===== src/hdl/pvm_pkg.sv =====
// Shared constants, the arctangent table and item types for the velocity modulation core.
package pvm_pkg;

  localparam int CORDIC_STAGES = 16;
  localparam int ATAN_ENTRIES  = 24;
  localparam int STAGES        = (CORDIC_STAGES > ATAN_ENTRIES) ? ATAN_ENTRIES : CORDIC_STAGES;

  // CORDIC datapath width: Q4.30 values and the pi/2^31 angle accumulator
  localparam int XW = 34;
  // c and s in Q2.14 with headroom
  localparam int CW = 18;
  // c*c, s*s, c*s
  localparam int PW = 30;
  // matrix entries
  localparam int MW = 48;

  localparam logic signed [XW-1:0] X_INIT = 34'sh26DD3B6A;

  localparam logic signed [XW-1:0] ATAN_TABLE [ATAN_ENTRIES] = '{
    34'sh20000000, 34'sh12E4051E, 34'sh09FB385B, 34'sh051111D4,
    34'sh028B0D43, 34'sh0145D7E1, 34'sh00A2F61E, 34'sh00517C55,
    34'sh0028BE53, 34'sh00145F2F, 34'sh000A2F98, 34'sh000517CC,
    34'sh00028BE6, 34'sh000145F3, 34'sh0000A2FA, 34'sh0000517D,
    34'sh000028BE, 34'sh0000145F, 34'sh00000A30, 34'sh00000518,
    34'sh0000028C, 34'sh00000146, 34'sh000000A3, 34'sh00000051
  };

  // cordic stage registers + c/s rounding + five arithmetic stages
  localparam int BACK_LAT  = STAGES + 7;
  localparam int OUT_AW    = $clog2(BACK_LAT + 2);
  localparam int OUT_DEPTH = 1 << OUT_AW;

  localparam int Q_AW    = 2;
  localparam int Q_DEPTH = 1 << Q_AW;

  typedef struct packed {
    logic signed [15:0] ang;
    logic               flip;
    logic signed [15:0] gn;
    logic signed [15:0] gt;
    logic signed [15:0] vx;
    logic signed [15:0] vy;
  } cmd_t;

  typedef struct packed {
    logic signed [15:0] ox;
    logic signed [15:0] oy;
    logic               sat;
  } res_t;

  typedef struct packed {
    logic valid;
  } qctl_t;

endpackage


===== src/hdl/pvm_front.sv =====
// Front end: accept items, fold the angle into the right half plane, queue them.
module pvm_front (
  input  logic               clk,
  input  logic               rst,
  input  logic               push,
  output logic               full,
  input  logic signed [15:0] angle,
  input  logic signed [15:0] gain_normal,
  input  logic signed [15:0] gain_tangent,
  input  logic signed [15:0] speed_x,
  input  logic signed [15:0] speed_y,
  input  logic               q_pop,
  output pvm_pkg::qctl_t     q_ctl,
  output pvm_pkg::cmd_t      q_item
);
  import pvm_pkg::*;

  cmd_t             mem [Q_DEPTH];
  logic [Q_AW-1:0]  wptr;
  logic [Q_AW-1:0]  rptr;
  logic [Q_AW:0]    cnt;
  logic signed [16:0] a_ext;
  logic signed [16:0] red;
  logic             flip;
  logic             acc;
  logic             take;

  always_comb begin
    a_ext = {angle[15], angle};
    red   = a_ext;
    flip  = 1'b0;
    if (angle > 16'sd16384) begin
      red  = a_ext - 17'sd32768;
      flip = 1'b1;
    end else if (angle < -16'sd16384) begin
      red  = a_ext + 17'sd32768;
      flip = 1'b1;
    end
  end

  assign full   = (cnt == (Q_AW+1)'(Q_DEPTH));
  assign acc    = push && !full;
  assign take   = q_pop && (cnt != '0);
  assign q_ctl.valid = (cnt != '0);
  assign q_item = mem[rptr];

  always_ff @(posedge clk) begin
    if (acc) begin
      mem[wptr] <= '{ang: red[15:0], flip: flip, gn: gain_normal, gt: gain_tangent,
                     vx: speed_x, vy: speed_y};
    end
    if (rst) begin
      wptr <= '0;
      rptr <= '0;
      cnt  <= '0;
    end else begin
      if (acc)  wptr <= wptr + 1'b1;
      if (take) rptr <= rptr + 1'b1;
      cnt <= cnt + (Q_AW+1)'(acc) - (Q_AW+1)'(take);
    end
  end

endmodule


===== config.mk =====
export PLATFORM = sky130hd
export DESIGN_NAME = pvm_front
export DESIGN_NICKNAME = d
export VERILOG_FILES = /design/src/hdl/pvm_pkg.sv /design/src/hdl/pvm_front.sv
export SDC_FILE = /design/constraint.sdc
export NUM_CORES = 1
export LEC_CHECK = 0
export BUFFER_PORTS_ARGS = -buffer_cell sky130_fd_sc_hd__buf_2
export CAP_MARGIN = 20
export CORE_MARGIN = 4
export CORE_UTILIZATION = 35
export CTS_BUF_LIST = sky130_fd_sc_hd__clkbuf_8 sky130_fd_sc_hd__clkbuf_16
export DETAILED_ROUTE_END_ITERATION = 8
export HOLD_SLACK_MARGIN = 0.05
export PLACE_DENSITY = 0.64
export SETUP_SLACK_MARGIN = 0.02
export SYNTH_ARGS = -nofsm -noshare
export SYNTH_HDL_FRONTEND = slang
export SYNTH_SLANG_ARGS = --single-unit

===== constraint.sdc =====
create_clock -name clk -period 7.4 [get_ports clk]
set_input_delay 0 -clock clk [delete_from_list [all_inputs] [get_ports clk]]
set_output_delay 0 -clock clk [all_outputs]
set_load 0.005 [all_outputs]

==> key figures <==
Floorplan
  • Core region area: 0.03463 mm2
  • Die Area: 0.03819 mm2
  • Num rows: 68
  • Initial cell density of the core: 35.51%
  • Die width: 195.4 um
  • Die Span Y: 195.4 um
  • Total I/O pin count: 167

Global route
  • Total gr overflow: 0
  • Initial antenna violation count: 2
  • First-pass GRT wire length: 37,520 um
  • Vias in the first global route: 6,321
  • GRT Resource Usage Total: 12.64%
  • Largest net degree at the start of global routing: 49

STA
  • Final setup fails: 0
  • Final hold slack: 0.2473 ns
  • Final Hold Vio Count: 0
  • Max-slew violation count: 0
  • Period minus WS final: 3.090 ns
  • Worst slew pin tran: 0.9460 ns
  • Max Clk Rate: 323.6 MHz
  • Headroom to the max-slew limit: 36.93%
  • Final Cycle Share: 41.76%
  • RSZ-0062 raised after global routing: no
  • Sum Neg Setup Slack: 0 ns
  • Worst Skew: 0.01858 ns

Synthesis
  • Mapped Cells: 481
  • Ys flop type: edfxtp_1
  • Syn nets: 572
  • Leading post-synthesis cells by cell area: edfxtp_1, mux4_2, dfxtp_1
  • Register area share after synthesis: 80.59%
  • Synth Register Bits: 333
  • Post-synth EDFFs: 324
  • Synth area leader: edfxtp_1
  • Avg Inst Size Synth: 25.56 um2
  • Synth unique cells: 28
  • Syn. warnings: 0
  • Post-Syn Area: 0.01230 mm2
  • Ys async rst share: 0%
  • Share of Yosys cell area claimed by the top area cell type: 79.13%

Placed design
  • GPL Wtd Cong: 0.6678
  • Placement Cell Area: 0.01354 mm2
  • # port buffers: 166
  • Dpl hpwl: 14,070 um

Critical path
  • Worst Path Max Fanout: 44
  • CP arrival: 3.09 ns
  • Worst Setup Path Type: flop to output pin
  • Endpoint class of the critical path: output pin
  • Reg2Reg Depth: 4
  • RR Startpoint: cnt[1]
  • Critical R2R Capture: mem[3][10]
  • Startpoint types: flop
  • Worst path required time: 7.40 ns
  • Minimum setup slack among reg-to-reg paths: 4.75 ns

CTS
  • CTS clock-pin slew for the worst setup and hold paths: 0.06 ns
  • Num CTS Buffers: 35
  • Clock Tree Root: clkbuf_16
  • Total number of H-tree levels: 2
  • Postcts setup bufs: 0
  • Max clock buf depth: 3
  • CTS tree: yes
  • Clock latency on the worst-skew pair: 0.50 ns
  • Sink Count: 333

Worst hold path
  • Hold Crit Start: gain_normal[8]
  • Worst hold path type: input pin to flop
  • Hold Path Sink: mem[0][56]
  • Hold depth: 2

Route
  • Metal-1 WL: 10,570 um
  • DRC marker count from the first detailed-route iteration: 270
  • Detailed Route WL: 24,270 um
  • Post-route ant nets: 0
  • Vias per Instance: 4.682
  • Routed via count: 5,778
  • Uppermost routed layer: met5
  • Drt pass-1 iters: 4
  • Met3 wire len: 1297 um
  • DR WL met2: 11,820 um
  • DRC Markers: 0
  • DR WL/cell: 19.67 um

Final layout
  • FILL cells: 2,932
  • NumNets Final: 845
  • Most frequent cells in the layout: edfxtp_1, buf_2, dlygate4sd3_1
  • Final instance area: 0.01542 mm2
  • Fin util: 44.54%
  • Share of cells above drive strength 1: 39.07%
  • FF+latch area: 0.009917 mm2
  • Multi-input gate area: 0.002155 mm2
  • Layout area overhead: 25.45%
  • Most common library cell in the layout ignoring fill and taps: edfxtp_1

Power
  • Power Density: 324.2 mW/mm2
  • Maximum vdd ir drop: 0.2273 mV
  • Leakage: 5.207 nW
  • Total power: 5.001 mW

Outcome
  • Status: finished clean

Run
  • Max-Cap Viols: 0
==> area by class of cell <==
type / instances / area share [%]
flip-flops and latches: 333 / 64.29
multi-input cells: 123 / 13.97
repair buffers: 255 / 11.06
clock buffers: 37 / 6.003
well taps: 455 / 3.691
clock inverters: 24 / 0.8193
inverters: 6 / 0.1460
diodes: 1 / 0.01622
==> critical path: stages (launching register included) <==
cell and delay (ns):
dfxtp_4 0.93, buf_4 0.76, mux4_2 0.60, buf_2 0.17
==> per-stage QoR <==
stage / setup WS, ns / std cells
2_1_floorplan: 4.257 / 481
3_3_place_gp: 4.681 / 1089
3_5_place_dp: 4.679 / 1089
4_1_cts: 4.152 / 1233
5_1_grt: 3.965 / 1234
6_report: 4.310 / 1234
==> repair_timing <==
item                                   CTS  global route
resized for setup                        0             0
hold buffers                            83             0
endpoints found under the hold margin  333             0
==> power breakdown <==
part / total (mW) / switching [mW] / internal (mW)
registers: 2.41 / 0.125 / 2.29
clock network: 1.60 / 0.670 / 0.932
logic: 0.984 / 0.452 / 0.533
==> synthesized netlist by cell type (2+ instances only) <==
| cell | count |
|---|---|
| edfxtp_1 | 324 |
| nor4_1 | 3 |
| mux4_2 | 81 |
| ha_1 | 6 |
| dfxtp_1 | 9 |
| o31a_1 | 2 |
| buf_2 | 8 |
| nand2b_1 | 2 |
| or3_1 | 2 |
| inv_1 | 6 |
| and2_1 | 5 |
| xor2_1 | 2 |
| nand2_1 | 2 |
| buf_12 | 8 |
| clkbuf_1 | 2 |
| nor2_1 | 7 |
==> state kept, by name (all words and copies together), names as in the netlist, named ones only <==
| name | cells |
|---|---|
| rptr | 2 |
| mem | 324 |
| wptr | 2 |
| cnt | 3 |
==> kinds of logic after synthesis <==
group	after synthesis	synth area share [%]
compound gates	6	0.3663
xor+xnor	3	0.2137
fa+ha+maj	7	0.7734
buf+inv	25	1.964
flops	333	80.59
mux	83	15.01
simple gates	24	1.079
==> worst max-delay path by stage <==
stage,startpoint,cells past startpoint,end
final,flop,3,q_item[63]
after global routing,flop,3,q_item[63]
after CTS,flop,3,q_item[63]
after detailed placement,flop,3,q_item[63]
after global placement,flop,3,q_item[77]
after floorplan,cnt[1],3,mem[0][0]
==> layer usage <==
layer,vias up,global-route usage [%]
li1,2599,-
met1,2997,17.38
met2,136,20.45
met3,44,2.830
met4,2,3.620
met5,-,0
Power figures use the tool's default switching activity.
